**src/rtl/fpsf_pkg.sv**
```systemverilog
// shared constants, types and helpers for the five-point stencil filter
package fpsf_pkg;

   // frame geometry and number formats
   localparam int MAX_WIDTH      = 1024;
   localparam int MAX_HEIGHT     = 1024;
   localparam int PIXEL_BITS     = 16;
   localparam int COEF_FRAC_BITS = 14;

   localparam int COL_BITS = $clog2(MAX_WIDTH);
   localparam int ROW_BITS = $clog2(MAX_HEIGHT);

   // fixed field widths of the ports
   localparam int SIZE_BITS      = 11;
   localparam int COEF_BITS      = 16;
   localparam int VALUE_BITS     = 16;
   localparam int OUT_ROW_BITS   = 10;
   localparam int OUT_COL_BITS   = 10;
   localparam int CSR_INDEX_BITS = 3;
   localparam int CSR_DATA_BITS  = 16;

   // one row store word holds {upper, middle} of a column
   localparam int ROW_WORD_BITS = 2 * PIXEL_BITS;

   // arithmetic widths
   localparam int NSUM_BITS   = PIXEL_BITS + 2;
   localparam int PROD_C_BITS = COEF_BITS + PIXEL_BITS + 1;
   localparam int PROD_N_BITS = COEF_BITS + NSUM_BITS + 1;
   localparam int ACC_BITS    = PROD_N_BITS + 1;
   localparam int QUOT_BITS   = ACC_BITS - 1 - COEF_FRAC_BITS;

   localparam logic signed [ACC_BITS-1:0] ROUND_HALF = ACC_BITS'(2 ** (COEF_FRAC_BITS - 1));

   // register indexes of the configuration port
   localparam logic [CSR_INDEX_BITS-1:0] CSR_FRAME_WIDTH     = CSR_INDEX_BITS'(0);
   localparam logic [CSR_INDEX_BITS-1:0] CSR_FRAME_HEIGHT    = CSR_INDEX_BITS'(1);
   localparam logic [CSR_INDEX_BITS-1:0] CSR_CENTER_WEIGHT   = CSR_INDEX_BITS'(2);
   localparam logic [CSR_INDEX_BITS-1:0] CSR_NEIGHBOR_WEIGHT = CSR_INDEX_BITS'(3);
   localparam logic [CSR_INDEX_BITS-1:0] CSR_MAX_VALUE       = CSR_INDEX_BITS'(4);

   // register reset values
   localparam logic [SIZE_BITS-1:0]         RESET_FRAME_WIDTH     = SIZE_BITS'(1024);
   localparam logic [SIZE_BITS-1:0]         RESET_FRAME_HEIGHT    = SIZE_BITS'(1024);
   localparam logic signed [COEF_BITS-1:0]  RESET_CENTER_WEIGHT   = COEF_BITS'(16384);
   localparam logic signed [COEF_BITS-1:0]  RESET_NEIGHBOR_WEIGHT = COEF_BITS'(0);
   localparam logic [VALUE_BITS-1:0]        RESET_MAX_VALUE       = VALUE_BITS'(255);

   // kind of an input item
   typedef enum logic {
      ACTION_PIXEL = 1'b0,
      ACTION_DRAIN = 1'b1
   } action_type;

   // decoded work for one accepted item
   typedef struct packed {
      logic                    has_result;
      logic                    do_write;
      logic                    use_pixel;
      logic                    use_up;
      logic                    use_left;
      logic                    use_right;
      logic                    frame_end;
      logic [COL_BITS-1:0]     col;
      logic [OUT_ROW_BITS-1:0] out_row;
   } scan_cmd_type;

   // item held in the read stage
   typedef struct packed {
      scan_cmd_type            cmd;
      logic [PIXEL_BITS-1:0]   pixel;
   } s1_item_type;

   // position tags that travel with a result
   typedef struct packed {
      logic [OUT_ROW_BITS-1:0] row;
      logic [OUT_COL_BITS-1:0] col;
      logic                    frame_end;
   } out_meta_type;

   // frame size limited to 2..hi
   function automatic logic [SIZE_BITS-1:0] clamp_size(input logic [SIZE_BITS-1:0] v,
                                                       input int hi);
      logic [SIZE_BITS-1:0] r;
      r = v;
      if (v < SIZE_BITS'(2)) begin
         r = SIZE_BITS'(2);
      end else if (v > SIZE_BITS'(hi)) begin
         r = SIZE_BITS'(hi);
      end
      return r;
   endfunction

endpackage

```
**src/rtl/fpsf_scan.sv**
```systemverilog
// raster position tracking and per-item decode for the stencil filter
module fpsf_scan import fpsf_pkg::*; (
   input  logic                 clock,
   input  logic                 reset,
   input  logic                 accept,
   input  action_type           action,
   input  logic [SIZE_BITS-1:0] frame_w,
   input  logic [SIZE_BITS-1:0] frame_h,
   output scan_cmd_type         cmd
);

   logic [ROW_BITS-1:0] in_row_ff, in_row_in;
   logic [COL_BITS-1:0] in_col_ff, in_col_in;
   logic [COL_BITS-1:0] drain_col_ff, drain_col_in;
   logic                draining_ff, draining_in;

   logic col_last;
   logic row_last;
   logic drain_last;

   // end of row, end of frame and end of drain
   assign col_last   = (SIZE_BITS'(in_col_ff) + SIZE_BITS'(1)) >= frame_w;
   assign row_last   = (SIZE_BITS'(in_row_ff) + SIZE_BITS'(1)) >= frame_h;
   assign drain_last = (SIZE_BITS'(drain_col_ff) + SIZE_BITS'(1)) >= frame_w;

   // decode of the item at the port
   always_comb begin
      cmd = '0;
      unique case (action)
         ACTION_PIXEL: begin
            cmd.has_result = !draining_ff && (in_row_ff != '0);
            cmd.do_write   = !draining_ff;
            cmd.use_pixel  = 1'b1;
            cmd.use_up     = in_row_ff >= ROW_BITS'(2);
            cmd.use_left   = in_col_ff != '0;
            cmd.use_right  = !col_last;
            cmd.frame_end  = 1'b0;
            cmd.col        = in_col_ff;
            cmd.out_row    = OUT_ROW_BITS'(in_row_ff - ROW_BITS'(1));
         end
         ACTION_DRAIN: begin
            cmd.has_result = draining_ff;
            cmd.do_write   = 1'b0;
            cmd.use_pixel  = 1'b0;
            cmd.use_up     = 1'b1;
            cmd.use_left   = drain_col_ff != '0;
            cmd.use_right  = !drain_last;
            cmd.frame_end  = drain_last;
            cmd.col        = drain_col_ff;
            cmd.out_row    = OUT_ROW_BITS'(frame_h - SIZE_BITS'(1));
         end
         default: begin
            cmd = '0;
         end
      endcase
   end

   // position update on each transfer
   always_comb begin
      in_row_in    = in_row_ff;
      in_col_in    = in_col_ff;
      drain_col_in = drain_col_ff;
      draining_in  = draining_ff;
      if (accept) begin
         if ((action == ACTION_PIXEL) && !draining_ff) begin
            if (col_last) begin
               in_col_in = '0;
               if (row_last) begin
                  in_row_in    = '0;
                  draining_in  = 1'b1;
                  drain_col_in = '0;
               end else begin
                  in_row_in = in_row_ff + ROW_BITS'(1);
               end
            end else begin
               in_col_in = in_col_ff + COL_BITS'(1);
            end
         end else if ((action == ACTION_DRAIN) && draining_ff) begin
            if (drain_last) begin
               draining_in  = 1'b0;
               drain_col_in = '0;
            end else begin
               drain_col_in = drain_col_ff + COL_BITS'(1);
            end
         end
      end
   end

   always_ff @(posedge clock) begin
      if (reset) begin
         in_row_ff    <= '0;
         in_col_ff    <= '0;
         drain_col_ff <= '0;
         draining_ff  <= 1'b0;
      end else begin
         in_row_ff    <= in_row_in;
         in_col_ff    <= in_col_in;
         drain_col_ff <= drain_col_in;
         draining_ff  <= draining_in;
      end
   end

endmodule

```
**config.mk**
```make
export PLATFORM = sky130hd
export DESIGN_NAME = fpsf_scan
export DESIGN_NICKNAME = d
export VERILOG_FILES = /design/src/rtl/fpsf_pkg.sv /design/src/rtl/fpsf_scan.sv
export SDC_FILE = /design/constraint.sdc
export NUM_CORES = 1
export LEC_CHECK = 0
export ABC_AREA = 1
export BUFFER_PORTS_ARGS = -buffer_cell sky130_fd_sc_hd__buf_2
export CORE_MARGIN = 1.5
export CORE_UTILIZATION = 55
export CTS_CLUSTER_DIAMETER = 120
export CTS_CLUSTER_SIZE = 24
export DETAILED_ROUTE_END_ITERATION = 16
export GPL_TIMING_DRIVEN = 0
export PLACE_DENSITY = 0.76
export SETUP_SLACK_MARGIN = 0.02
export SYNTH_ARGS = -nofsm -noshare
export SYNTH_HDL_FRONTEND = slang
export SYNTH_SLANG_ARGS = --single-unit
export TNS_END_PERCENT = 50
```
**constraint.sdc**
```tcl
create_clock -name clock -period 6.11 [get_ports clock]
set_input_delay 1.5275 -clock clock [delete_from_list [all_inputs] [get_ports clock]]
set_output_delay 1.5275 -clock clock [all_outputs]
set_load 0.02 [all_outputs]
```
After elaboration in Yosys (flattened, before gate mapping):

Cells that the tools add are included.

* $add $sub $neg: 8
* $lt $le $gt $ge: 4
* equal/unequal tests: 2
* muxes and demuxes: 13
* bitwise gates (word level): 1
* reduce and logical (&&, ||, !) cells: 15

Operators by type and width (count)
* 2-to-1 mux 10 bit: 7
* one-hot mux 27 bit (2 select lines): 1
* adder 10 x 1 -> 11 bit (second input constant): 3
* greater-or-equal comparator 11 bit: 3
* adder 10 x 1 -> 10 bit (second input constant): 3
* nonzero test 10 bit: 3
* subtractor 10 x 1 -> 10 bit (second input constant): 2
* greater-or-equal comparator 10 x 2 -> 1 bit (second input constant): 1
* 2-to-1 mux 1 bit: 5
* AND reduction 5 bit: 1
* != test 2 bit (second input constant): 2
* AND reduction 4 bit: 1
* nonzero test 2 bit: 2
* logical AND 1 bit: 3
* zero test 1 bit: 3
* AND reduction 3 bit: 1
* AND reduction 2 bit: 1
* NOT 1 bit: 1

* flip-flop bits (word level): 31
* input port bits: 26
* output and inout port bits: 27

Logic depth before layout (Yosys ltp):

* depth after elaboration: 5
* depth in mapped cells: 21

Worst setup path after synthesis:

Ideal clock, no wire load.

* path type: in2out
* start: input action
* end: output cmd[6] in the netlist's numbering
* arrival: 2.932 ns
* required time: 4.582 ns
* setup slack: 1.651 ns
* stages: 7
* path buffers: 0
* cell sequence: inv_1 -> o21ai_1 -> ha_1 -> inv_1 -> nor3_1 -> nand2_1 -> xor2_1

RTL lines
* from (decl): RTL line fpsf_scan.sv:6 `input action_type action,`
* to (decl): RTL line fpsf_scan.sv:9 `output scan_cmd_type cmd`

==> summary.md <==
| Metric | Value |
|---|---|
| Most common cell in the synthesized netlist | `nand2_1` |
| Detailed Place HPWL | `6950 um` |
| Crit path to | `cmd[6]` |
| Status | `completed` |
| Netlist cell types | `34` |
| Pre-CTS WS | `around 1.5 ns` |
| Chip width | `79.6 um` |
| Overall routed net length | `8530 um` |
| Via count | `~3400` |
| Final setup TNS | `0 ns` |
| First-pass GRT wire length | `approximately 15000 um` |
| Simple-gate share of the synthesized area | `between 30% and 40%` |
| Worst path bufs/invs | `4` |
| ANT nets after route | `0` |
| Fillcell total | `around 550` |
| Clock skew | `0.0116 ns` |
| Crit path required time | `between 4 and 5 ns` |
| Clock Tree Buf Depth | `2` |
| Via density | `roughly 5.2` |
| Core area | `roughly 0.0056 mm^2` |
| Pins Over Slew Limit | `0` |
| Placed Area | `between 0.003 and 0.004 mm^2` |
| Net switching power figure | `184 uW` |
| Pre-Repair DR Iteration Count | `5` |
| Vias in the first global route | `roughly 3200` |
| Post-Layout Inst Area | `0.00367 mm^2` |
| Cell area after synthesis | `0.00322 mm^2` |
| Largest net degree at the start of global routing | `12` |
| Delay of the slowest critical-path stage | `approximately 0.32 ns` |
| Synth area leaders | `dfxtp_1 19%, nand2_1 16%, ha_1 16%, inv_1 11%, xor2_1 6.0%` |
| Synth Flop Type | `dfxtp_1` |
| Reg2reg end | `drain_col_ff[4]` |
| Postcts setup bufs | `0` |
| Skew-Pair Late Insertion Delay | `0.31 ns` |
| Worst-Margin Slew | `just under 0.7 ns` |
| XOR/XNOR Fraction of Synth Area | `between 6 and 7%` |
| Number of synthesized flops with an enable pin | `0` |
| PD cells | `about 150 mW/mm^2` |
| Synthesized Nets | `a little under 600` |
| Fraction of layout cells with a size suffix above 1 | `between 10% and 20%` |
| Crit path capture type | `output pin` |
| Arrival time at the worst endpoint | `just over 3 ns` |
| Post-synth top area share | `about a fifth` |
| Cells after Synth | `517` |
| Sink Count | `31` |
| # nets final | `644` |
| CTS tree | `built` |
| Main combinational cell family by area after synthesis | `simple AND/OR/NAND/NOR gates` |
| FFs w/ async S/R, synth | `0%` |
| Setup violators final | `0` |
| Avg Inst Size Synth | `6.23 um^2` |
| Leakage | `0.00207 uW` |
| Logic pwr share | `a little over a quarter` |
| Worst setup path startpoint | `action` |
| Clk network pwr share | `between 30% and 40%` |
| Post_cts resized | `0` |
| Total GRT Usage | `between 20 and 30%` |
| Syn. warnings | `0` |
| Register area | `slightly above 600 um^2` |
| Die height | `79.6 um` |
| Critical-path top delay cell | `nor3_1` |
| Starting Density | `57.8%` |
| Slack of the critical path | `1.56 ns` |
| Internal | `approximately 360 uW` |
| Hold Crit Class | `reg2reg` |
| Global route total overflow | `0` |
| Sequential group share of total power | `between 30% and 40%` |
| Gpl congestion | `about 0.90` |
| Switching share of power | `between 30% and 40%` |
| Root buf cell | `clkbuf_8` |
| Rel. slew slack | `between 50% and 60%` |
| Num ports | `between 50 and 60` |
| Hold_ws | `slightly below 0.5 ns` |
| Post-layout minimum cycle time | `roughly 4.5 ns` |
| Synth area leader | `dfxtp_1` |
| Fin crit share | `approximately 74%` |
| Multiplexer area fraction after synthesis | `0%` |
| CTS Hold Buffers Added | `0` |
| Flop-to-flop setup slack | `2.99 ns` |
| VDD IR max | `around 0.12 mV` |
| P&R area growth vs syn | `14.0%` |
| Setup CP Type | `in2out` |
| Post-Synth Adder-Cell Area | `approximately 16%` |
| Synth cell count leaders | `141 x nand2_1, 94 x inv_1, 42 x ha_1, 42 x nor2_1, 37 x a21oi_1` |
| Cell Rows | `27` |
| CTS buffer count | `5` |
| Startpoint types | `input port` |
| CP Cell Sequence | `buf_2, inv_1, nand2_1, o21ai_1, ha_1, inv_1, nor3_1, nand2_1, xor2_1, buf_2` |
| Yosys reg bits | `31` |
| Worst-path clk slew | `around 0.06 ns` |
| Worst flop-to-flop path startpoint | `in_row_ff[0]` |
| Post-DR wirelength/cell | `13.1 um` |
| H-tree depth | `2` |
| Maxcap violations | `0` |
| Critical path depth | `10` |
| Critical path's top delay family | `buffers and inverters` |
| RSZ-0062 raised after global routing | `false` |
| Final hold vios | `0` |
| Die ar. | `between 0.006 and 0.007 mm^2` |
| Initial DRC Count | `144` |
| Fmax | `~220 MHz` |
| Synth Area in Compound Gates | `11.7%` |
| Initial antenna violation count | `0` |
| Footprint of the multi-input gates | `~0.0022 mm^2` |
| Inserted Diodes | `0` |
| IO Port Bufs | `52` |
| Crit path max fanout | `7` |
| FF-to-FF path depth | `20` |
| Post-synthesis sequential area ratio | `19.3%` |
| Residual DRC | `0` |
worst min-delay path by stage:
stage	depth (start not counted)	end	slack, ns	from
after detailed placement	2	in_col_ff[9]	0.48	in_col_ff[9]
after CTS	2	in_col_ff[9]	0.49	in_col_ff[9]
final	2	draining_ff	0.48	draining_ff
after floorplan	2	draining_ff	0.44	draining_ff
after global placement	2	draining_ff	0.45	draining_ff
after global routing	2	draining_ff	0.50	draining_ff
worst min-delay path, stage by stage (launching register included):
cell and delay (ns):
dfxtp_1 0.32, nand2_1 0.06, a21oi_1 0.06
layout make-up:
class / count / area share (%)
Multi-Input combinational cell: 381 / 59.7
Sequential cell: 31 / 16.9
Inverter: 96 / 9.81
Timing Repair Buffer: 52 / 7.08
Clock buffer: 8 / 2.72
Tap cell: 72 / 2.45
Buffer: 9 / 1.33
metal layers:
metal | vias to the layer above | wire (um) | share of wire [%] | GRT usage, %
met2 | 83 | 3730 | 44 | 46.9
met1 | 1525 | 4240 | 50 | 41.1
met5 | - | 0 | 0 | 0
met3 | 10 | 423 | 5.0 | 3.77
li1 | 1738 | - | - | -
met4 | 0 | 124 | 1.5 | 9.47
kinds of logic (layout without fill, tap and decap cells):
| group | Yosys count | in the layout |
|---|---|---|
| compound gates | 73 | 73 |
| xor+xnor | 24 | 24 |
| fa+ha+maj | 42 | 42 |
| buf+inv | 105 | 165 |
| flops | 31 | 31 |
| simple gates | 242 | 242 |
flip-flops by register name, indices dropped and copies added, names as in the netlist:
name / flops
drain_col_ff: 10
draining_ff: 1
in_col_ff: 10
in_row_ff: 10
stage by stage:
| step | utilization, % | cells | power [uW] |
|---|---|---|---|
| 5_1_grt | 65.9 | 649 | 570 |
| 4_1_cts | 65.9 | 649 | 545 |
| 3_5_place_dp | 64.1 | 641 | 360 |
| 3_3_place_gp | 64.1 | 641 | 354 |
| 2_1_floorplan | - | 517 | 314 |
| 6_report | 65.9 | 649 | 543 |
placed cells by master (no fill, tap or decap), types with 2 or more instances in the layout:
| master | Yosys | layout |
|---|---|---|
| nand2_1 | 141 | 141 |
| inv_1 | 94 | 94 |
| buf_2 | 3 | 55 |
| nor2_1 | 42 | 42 |
| ha_1 | 42 | 42 |
| a21oi_1 | 37 | 37 |
| o21ai_0 | 32 | 32 |
| dfxtp_1 | 31 | 31 |
| xor2_1 | 22 | 22 |
| nand3_1 | 21 | 21 |
| nor3_1 | 8 | 8 |
| clkbuf_8 | 0 | 7 |
| nand2_2 | 6 | 6 |
| nor2_2 | 5 | 5 |
| clkbuf_1 | 4 | 5 |
| nand4_1 | 4 | 4 |
| nor3_2 | 3 | 3 |
| nor4_1 | 2 | 2 |
| nor2_4 | 2 | 2 |
| nand2_4 | 2 | 2 |
| nand3b_1 | 2 | 2 |
power groups by stage:
stage	Clock, uW	Sequential, uW	Combinational [uW]
3_5_place_dp	0	217	142
2_1_floorplan	0	215	98.4
4_1_cts	189	213	143
3_3_place_gp	0	217	137
6_report	187	213	143
5_1_grt	195	214	162
Note: power is estimated with default switching activity, not from simulation.
