## src/rtl/fpsf_pkg.sv

```systemverilog
// shared constants, types and helpers for the five-point stencil filter
package fpsf_pkg;

   // frame geometry and number formats
   localparam int MAX_WIDTH      = 1024;
   localparam int MAX_HEIGHT     = 1024;
   localparam int PIXEL_BITS     = 16;
   localparam int COEF_FRAC_BITS = 14;

   localparam int COL_BITS = $clog2(MAX_WIDTH);
   localparam int ROW_BITS = $clog2(MAX_HEIGHT);

   // fixed field widths of the ports
   localparam int SIZE_BITS      = 11;
   localparam int COEF_BITS      = 16;
   localparam int VALUE_BITS     = 16;
   localparam int OUT_ROW_BITS   = 10;
   localparam int OUT_COL_BITS   = 10;
   localparam int CSR_INDEX_BITS = 3;
   localparam int CSR_DATA_BITS  = 16;

   // one row store word holds {upper, middle} of a column
   localparam int ROW_WORD_BITS = 2 * PIXEL_BITS;

   // arithmetic widths
   localparam int NSUM_BITS   = PIXEL_BITS + 2;
   localparam int PROD_C_BITS = COEF_BITS + PIXEL_BITS + 1;
   localparam int PROD_N_BITS = COEF_BITS + NSUM_BITS + 1;
   localparam int ACC_BITS    = PROD_N_BITS + 1;
   localparam int QUOT_BITS   = ACC_BITS - 1 - COEF_FRAC_BITS;

   localparam logic signed [ACC_BITS-1:0] ROUND_HALF = ACC_BITS'(2 ** (COEF_FRAC_BITS - 1));

   // register indexes of the configuration port
   localparam logic [CSR_INDEX_BITS-1:0] CSR_FRAME_WIDTH     = CSR_INDEX_BITS'(0);
   localparam logic [CSR_INDEX_BITS-1:0] CSR_FRAME_HEIGHT    = CSR_INDEX_BITS'(1);
   localparam logic [CSR_INDEX_BITS-1:0] CSR_CENTER_WEIGHT   = CSR_INDEX_BITS'(2);
   localparam logic [CSR_INDEX_BITS-1:0] CSR_NEIGHBOR_WEIGHT = CSR_INDEX_BITS'(3);
   localparam logic [CSR_INDEX_BITS-1:0] CSR_MAX_VALUE       = CSR_INDEX_BITS'(4);

   // register reset values
   localparam logic [SIZE_BITS-1:0]         RESET_FRAME_WIDTH     = SIZE_BITS'(1024);
   localparam logic [SIZE_BITS-1:0]         RESET_FRAME_HEIGHT    = SIZE_BITS'(1024);
   localparam logic signed [COEF_BITS-1:0]  RESET_CENTER_WEIGHT   = COEF_BITS'(16384);
   localparam logic signed [COEF_BITS-1:0]  RESET_NEIGHBOR_WEIGHT = COEF_BITS'(0);
   localparam logic [VALUE_BITS-1:0]        RESET_MAX_VALUE       = VALUE_BITS'(255);

   // kind of an input item
   typedef enum logic {
      ACTION_PIXEL = 1'b0,
      ACTION_DRAIN = 1'b1
   } action_type;

   // decoded work for one accepted item
   typedef struct packed {
      logic                    has_result;
      logic                    do_write;
      logic                    use_pixel;
      logic                    use_up;
      logic                    use_left;
      logic                    use_right;
      logic                    frame_end;
      logic [COL_BITS-1:0]     col;
      logic [OUT_ROW_BITS-1:0] out_row;
   } scan_cmd_type;

   // item held in the read stage
   typedef struct packed {
      scan_cmd_type            cmd;
      logic [PIXEL_BITS-1:0]   pixel;
   } s1_item_type;

   // position tags that travel with a result
   typedef struct packed {
      logic [OUT_ROW_BITS-1:0] row;
      logic [OUT_COL_BITS-1:0] col;
      logic                    frame_end;
   } out_meta_type;

   // frame size limited to 2..hi
   function automatic logic [SIZE_BITS-1:0] clamp_size(input logic [SIZE_BITS-1:0] v,
                                                       input int hi);
      logic [SIZE_BITS-1:0] r;
      r = v;
      if (v < SIZE_BITS'(2)) begin
         r = SIZE_BITS'(2);
      end else if (v > SIZE_BITS'(hi)) begin
         r = SIZE_BITS'(hi);
      end
      return r;
   endfunction

endpackage

```

## src/rtl/fpsf_mac.sv

```systemverilog
// weight multiply, rounding and clamping pipeline with the result register
module fpsf_mac import fpsf_pkg::*; (
   input  logic                        clock,
   input  logic                        reset,
   input  logic                        in_valid,
   output logic                        in_stall,
   input  logic [PIXEL_BITS-1:0]       center,
   input  logic [NSUM_BITS-1:0]        nsum,
   input  out_meta_type                meta,
   input  logic signed [COEF_BITS-1:0] center_weight,
   input  logic signed [COEF_BITS-1:0] neighbor_weight,
   input  logic [VALUE_BITS-1:0]       max_value,
   output logic                        out_valid,
   input  logic                        out_stall,
   output logic [VALUE_BITS-1:0]       pixel_out,
   output out_meta_type                meta_out
);

   logic signed [PIXEL_BITS:0]    center_s;
   logic signed [NSUM_BITS:0]     nsum_s;
   logic signed [PROD_C_BITS-1:0] prod_c_in, prod_c_ff;
   logic signed [PROD_N_BITS-1:0] prod_n_in, prod_n_ff;
   logic                          s2_valid_ff;
   out_meta_type                  s2_meta_ff;

   logic signed [ACC_BITS-1:0]    acc;
   logic [QUOT_BITS-1:0]          quot;
   logic [VALUE_BITS-1:0]         pixel_in;

   logic                          out_valid_ff;
   logic [VALUE_BITS-1:0]         pixel_ff;
   out_meta_type                  out_meta_ff;

   logic                          out_free;
   logic                          s2_go;
   logic                          s2_free;

   // stage flow
   assign out_free = !out_valid_ff || !out_stall;
   assign s2_go    = s2_valid_ff && out_free;
   assign s2_free  = !s2_valid_ff || s2_go;
   assign in_stall = !s2_free;

   // products
   assign center_s  = $signed({1'b0, center});
   assign nsum_s    = $signed({1'b0, nsum});
   assign prod_c_in = center_weight * center_s;
   assign prod_n_in = neighbor_weight * nsum_s;

   always_ff @(posedge clock) begin
      if (reset) begin
         s2_valid_ff <= 1'b0;
      end else if (s2_free) begin
         s2_valid_ff <= in_valid;
      end
   end

   always_ff @(posedge clock) begin
      if (in_valid && s2_free) begin
         prod_c_ff  <= prod_c_in;
         prod_n_ff  <= prod_n_in;
         s2_meta_ff <= meta;
      end
   end

   // sum, round half up, clamp to 0..max_value
   assign acc  = ACC_BITS'(prod_c_ff) + ACC_BITS'(prod_n_ff) + ROUND_HALF;
   assign quot = acc[ACC_BITS-2:COEF_FRAC_BITS];

   always_comb begin
      priority if (acc[ACC_BITS-1]) begin
         pixel_in = '0;
      end else if (quot > QUOT_BITS'(max_value)) begin
         pixel_in = max_value;
      end else begin
         pixel_in = quot[VALUE_BITS-1:0];
      end
   end

   // result register
   always_ff @(posedge clock) begin
      if (reset) begin
         out_valid_ff <= 1'b0;
      end else if (s2_go) begin
         out_valid_ff <= 1'b1;
      end else if (!out_stall) begin
         out_valid_ff <= 1'b0;
      end
   end

   always_ff @(posedge clock) begin
      if (s2_go) begin
         pixel_ff    <= pixel_in;
         out_meta_ff <= s2_meta_ff;
      end
   end

   assign out_valid = out_valid_ff;
   assign pixel_out = pixel_ff;
   assign meta_out  = out_meta_ff;

endmodule
```

## config.mk

```make
export PLATFORM = sky130hd
export DESIGN_NAME = fpsf_mac
export DESIGN_NICKNAME = d
export VERILOG_FILES = /design/src/rtl/fpsf_pkg.sv /design/src/rtl/fpsf_mac.sv
export SDC_FILE = /design/constraint.sdc
export NUM_CORES = 2
export LEC_CHECK = 0
export BUFFER_PORTS_ARGS = -buffer_cell sky130_fd_sc_hd__buf_2
export CORE_MARGIN = 8
export CORE_UTILIZATION = 60
export CTS_CLUSTER_SIZE = 30
export DETAILED_ROUTE_END_ITERATION = 6
export PLACE_DENSITY = 0.9
export SLEW_MARGIN = 20
export SYNTH_ARGS = -nofsm -noshare
export SYNTH_HDL_FRONTEND = slang
export SYNTH_SLANG_ARGS = --single-unit
```

## constraint.sdc

```tcl
create_clock -name clock -period 12.8 [get_ports clock]
set_clock_uncertainty 0.1 [all_clocks]
set_input_delay 1.28 -clock clock [delete_from_list [all_inputs] [get_ports clock]]
set_output_delay 1.28 -clock clock [all_outputs]
set_load 0.02 [all_outputs]
```

After elaboration in Yosys (flattened, before gate mapping)
Cells that the tools add are included.
{"block": "totals", "output_inout_bits": 39, "reg_bits": 128, "wordCells": 28, "inputBits": 107}
{"block": "op_classes", "order_cmp": 1, "n_reduce_logical": 8, "addsub": 2, "mul": 2, "mux": 3, "eq_ne": 1}
{"operator": "33-bit by 35-bit adder with 36-bit output", "count": 1}
{"operator": "36-bit by 15-bit adder with 36-bit output (second input constant)", "count": 1}
{"operator": "16-bit by 19-bit multiplier with 35-bit output", "count": 1}
{"operator": "16-bit by 17-bit multiplier with 33-bit output", "count": 1}
{"operator": "21-bit by 16-bit > comparator with 1-bit output", "count": 1}
{"operator": "16-bit 2-to-1 mux", "count": 1}
{"operator": "1-bit logical NOT", "count": 4}
{"operator": "1-bit logical AND", "count": 2}
{"operator": "1-bit logical OR", "count": 2}
{"operator": "1-bit 2-to-1 mux", "count": 2}
{"operator": "2-bit by 1-bit inequality test with 1-bit output (second input constant)", "count": 1}

Logic depth before layout (Yosys ltp)
{"block": "depth", "depth_word": 5, "depth_mapped": 25, "depth_no_buf": 22}

Worst setup path before layout
OpenSTA, ideal clock, no wires.
{"block": "synth_path", "path_kind": "input to register", "start": "input neighbor_weight[7]", "end": "register prod_n_ff[34] (data pin)", "setup_time_ps": 260, "arrival_ps": 7028, "required_ps": 12440, "slack_ps": 5412, "path_stages": 23, "path_buffers": 2, "path_cell_list": "clkbuf_1 -> clkbuf_1 -> nand2_1 -> fa_1 -> inv_1 -> fa_1 -> inv_1 -> fa_1 -> inv_1 -> fa_1 -> fa_1 -> inv_1 -> fa_1 -> inv_1 -> ha_1 -> nand4_1 -> a2111o_1 -> o211a_1 -> o21ai_0 -> a211oi_1 -> o31ai_1 -> a21oi_1 -> xnor2_1"}
{"block": "synth_between", "elab_chain_len": 1}
{"item": "start: declaration", "line": "fpsf_mac.sv:11", "rtl": "input logic signed [COEF_BITS-1:0] neighbor_weight,"}
{"item": "16-bit by 19-bit multiplier with 35-bit output", "line": "fpsf_mac.sv:48", "rtl": "assign prod_n_in = neighbor_weight * nsum_s;"}
{"item": "net prod_n_in[34]", "line": "fpsf_mac.sv:22", "rtl": "logic signed [PROD_N_BITS-1:0] prod_n_in, prod_n_ff;"}
{"item": "end signal: assignment", "line": "fpsf_mac.sv:61", "rtl": "prod_n_ff <= prod_n_in;"}
{"item": "end: declaration", "line": "fpsf_mac.sv:22"}
The timed path passes the listed nets, and every way through them passes these cells.
A chain may end at the register's enable or synchronous reset.

Worst setup path after layout
{"block": "layout_path", "start": "input neighbor_weight[1]", "end": "register prod_n_ff[33] (data pin)"}
Same word-level chain as after synthesis.

==> impl_results.md <==
- Initial core utilization: roughly three fifths
- CTS tree: done
- Global-route wire length before repair: ~99 mm
- Capture point of the worst reg-to-reg path: pixel_out[1]
- Fill cell count: roughly 3000
- Syn-to-layout area delta: 6.804%
- Area of the multi-input gates: approximately 19000 µm²
- Count of final setup violators: 0
- EDFF count, synth: between 100 and 150
- DRC viols: 0
- RSZ-0062 raised after global routing: no
- Root buffer cell: clkbuf_16
- Initial antenna violation count: 0
- FP Rows: 74
- Ys flop type: edfxtp_1
- Num ports: between 100 and 150
- Clock slew at reported path FFs: around 0.060 ns
- Flop-to-flop setup slack: between 6 and 7 ns
- Post-Synth XOR/XNOR Area: under 10%
- Max-slew violations: 0
- Final nets: about 3500
- Synth area leaders: fa_1, ha_1, edfxtp_1
- Num CTS Buffers: 17
- Sequential share of the synthesized area: between 15 and 20%
- Setup TNS: 0 ns
- Diodes inserted: 0
- Skew-Pair Late Insertion Delay: 0.42 ns
- Post-DR vias/cell: 5.800
- Simple-gate share of the synthesized area: between 15 and 20%
- Worst-path maximum fanout: 18
- # hold bufs at CTS: 0
- Synth area leader: fa_1
- CTS resizes: 0
- Ys Warns: 0
- Crit-path cells: buf_2 > nand2_1 > fa_1 > fa_1 > fa_1 > fa_1 > inv_1 > fa_1 > fa_1 > ha_1 > a31o_2 > a21oi_1 > a21boi_1 > o21ba_2 > o31ai_2 > a41o_1 > a2111oi_0 > or4_1 > nand3_1
- Status: finished clean
- Antenna Nets Post-Route: 0
- Congestion Overflow GR: 0
- Synth cell types: 75
- DRT Pass-1 Iters: 5
- Mux cell area share after synthesis: 0.6072%
- Die area: ~48000 µm²
- Slowest stage delay, CP: around 0.74 ns
- Vias in the first global route: 20870
- Worst setup path startpoint: neighbor_weight[1]
- Placeable Area: ~41000 µm²
- CTS sink cnt: 128
- Cells after synthesis: roughly 2600
- Hold path start: s2_meta_ff[2]
- Number of max-cap violations: 0
- Buffers on Ports: 145
- Mapped Nets: 3457
- Synth top area share: 33.40%
- Min Tclk post-route: between 7 and 8 ns
- GRT Total Usage: between 20 and 30%
- Clock Path Buffers: 2
- CP dominant cell by count: fa_1
- Share of cells above drive strength 1: around 7.4%
- Die width: 219.9 µm
- Syn avg cell area: between 9 and 10 µm²
- Data required, critical path: ~13 ns
- Worst-Margin Slew: between 1 and 1.5 ns
- Avg WL per Cell: 18.24 µm
- Startpoint Class: input pin
- RD Place Congestion: between 0.9 and 1
- Slowest cell on crit path: a2111oi_0
- Final HPWL from detailed placement: approximately 47 mm
- Synth async-reset ratio: 0%
- Min Hold Slack: approximately 0.32 ns
- Iter 0 DRT Violations: around 1500
- F_max: about 130 MHz
- Largest net degree at the start of global routing: 90
- Hold Path Depth: 0
- Register Area: roughly 3800 µm²
- Cell area after synthesis: 24940 µm²
- Die H: 219.9 µm
- Synth Area in Adders: 50.01%
- H-tree levels: 4
- Combinational family with the most area after synthesis: adder cells
- Relative slew slack: approximately 28%
- HP Class: reg2reg
- Period utilisation layout: between 50% and 60%
- Setup Fix Bufs, Post-CTS: 0
- Yosys reg bits: 128
- CP Class: in2reg
- Final Hold Viols: 0
- Worst R2R Path Depth: 18
- Hold endpoint: meta_out[2]
- Via Count: approximately 19000
- Drt total wl: 59.04 mm
- Synth Area in Compound Gates: around 6.6%
- Setup crit end kind: flop
- Arrival @ worst endpoint: 7.72 ns
- Reg2reg start: prod_c_ff[10]
[cell usage in the layout (no fill, tap or decap), types with 5 or more instances in the layout]
| cell | synthesis | routed |
|---|---|---|
| edfxtp_1 | 126 | 126 |
| a21o_1 | 31 | 31 |
| ha_1 | 331 | 331 |
| and3_1 | 8 | 8 |
| clkinv_4 | 0 | 5 |
| o211a_1 | 5 | 5 |
| nand3_1 | 22 | 21 |
| nand4_1 | 12 | 12 |
| a21oi_1 | 71 | 71 |
| o21bai_1 | 16 | 16 |
| nor3_1 | 16 | 16 |
| o21a_1 | 8 | 8 |
| or3_1 | 6 | 6 |
| o311ai_0 | 7 | 7 |
| nor2_1 | 67 | 67 |
| and2_1 | 258 | 258 |
| nand2b_1 | 30 | 30 |
| clkbuf_16 | 0 | 17 |
| nand2_1 | 320 | 320 |
| xnor2_1 | 45 | 45 |
| o21ai_0 | 43 | 43 |
| a211oi_1 | 8 | 8 |
| buf_2 | 4 | 145 |
| mux2i_1 | 14 | 14 |
| o211ai_1 | 7 | 7 |
| xor2_1 | 25 | 25 |
| fa_1 | 416 | 416 |
| nor2b_1 | 8 | 7 |
| o31ai_1 | 8 | 8 |
| inv_1 | 550 | 550 |
[flip-flops by register name (all words and copies together) (netlist names)]
register	count
prod_n_ff	35
prod_c_ff	33
meta_out	21
s2_meta_ff	21
pixel_out	16
out_valid	1
s2_valid_ff	1
[worst max-delay path by stage]
stage	cells after the start	end
2_1_floorplan	23	prod_n_ff[34]
3_3_place_gp	20	prod_c_ff[31]
3_5_place_dp	19	prod_n_ff[33]
4_1_cts	19	prod_n_ff[33]
5_1_grt	19	prod_n_ff[33]
6_report	19	prod_n_ff[33]
[logic make-up (layout without fill, tap and decap cells)]
logic type                 Yosys count  after routing
and+or+nand+nor                    769            769
adders and majority gates          747            747
buffers and inverters              629            730
AOI/OAI and AO/OA                  245            245
DFF                                128            128
xor gates and xnor gates            70             70
muxes                               15             15
[synth_stat cells (5+ instances only)]
cell type  number
a21o_1         31
o211a_1         5
and3_1          8
nor2b_1         8
nand2_1       320
o311ai_0        7
mux2i_1        14
nand3_1        22
a211oi_1        8
inv_1         550
o211ai_1        7
nor2_1         67
nor3_1         16
o21bai_1       16
xor2_1         25
o21a_1          8
clkbuf_1       72
xnor2_1        45
nand2b_1       30
and2_1        258
nand4_1        12
o31ai_1         8
fa_1          416
a21oi_1        71
edfxtp_1      126
ha_1          331
o21ai_0        43
or3_1           6
[per-layer routing]
| metal | up-vias | track usage, % | part of all wire (%) |
|---|---|---|---|
| li1 | 8322 | - | - |
| met1 | 9313 | 30.48 | 37 |
| met2 | 908 | 43.92 | 50 |
| met3 | 225 | 4.566 | 8.1 |
| met4 | 0 | 10.65 | 4.2 |
| met5 | - | 0 | 0 |
[metrics by stage]
| stage | instance area (µm²) | worst slack, ns | instances | utilization (%) |
|---|---|---|---|---|
| floorplan | 24940 | 5.412 | 2603 | - |
| global placement | 26050 | 5.223 | 3204 | 63.66 |
| detailed placement | 26050 | 4.949 | 3204 | 63.66 |
| CTS | 26620 | 5.382 | 3236 | 65.05 |
| global route | 26630 | 4.982 | 3236 | 65.08 |
| finish | 26630 | 5.130 | 3236 | 65.08 |
[cell type report]
class / instances / area share, %
inverter: 551 / 7.766
clock buffer: 18 / 1.611
clock inverter: 14 / 0.5356
tap: 532 / 2.499
sequential: 128 / 14.36
multi-input combinational: 1846 / 70.43
timing repair buffer: 147 / 2.795
[critical path: cells and delay by family]
family          cells  cell delay [ns]
simple gates        3             0.50
fa+ha+maj           7             3.41
compound gates      7             2.17
buf+inv             2             0.37
Power is not shown: default switching activity piles up to over one toggle a cycle in this logic, so the estimate is an artifact.
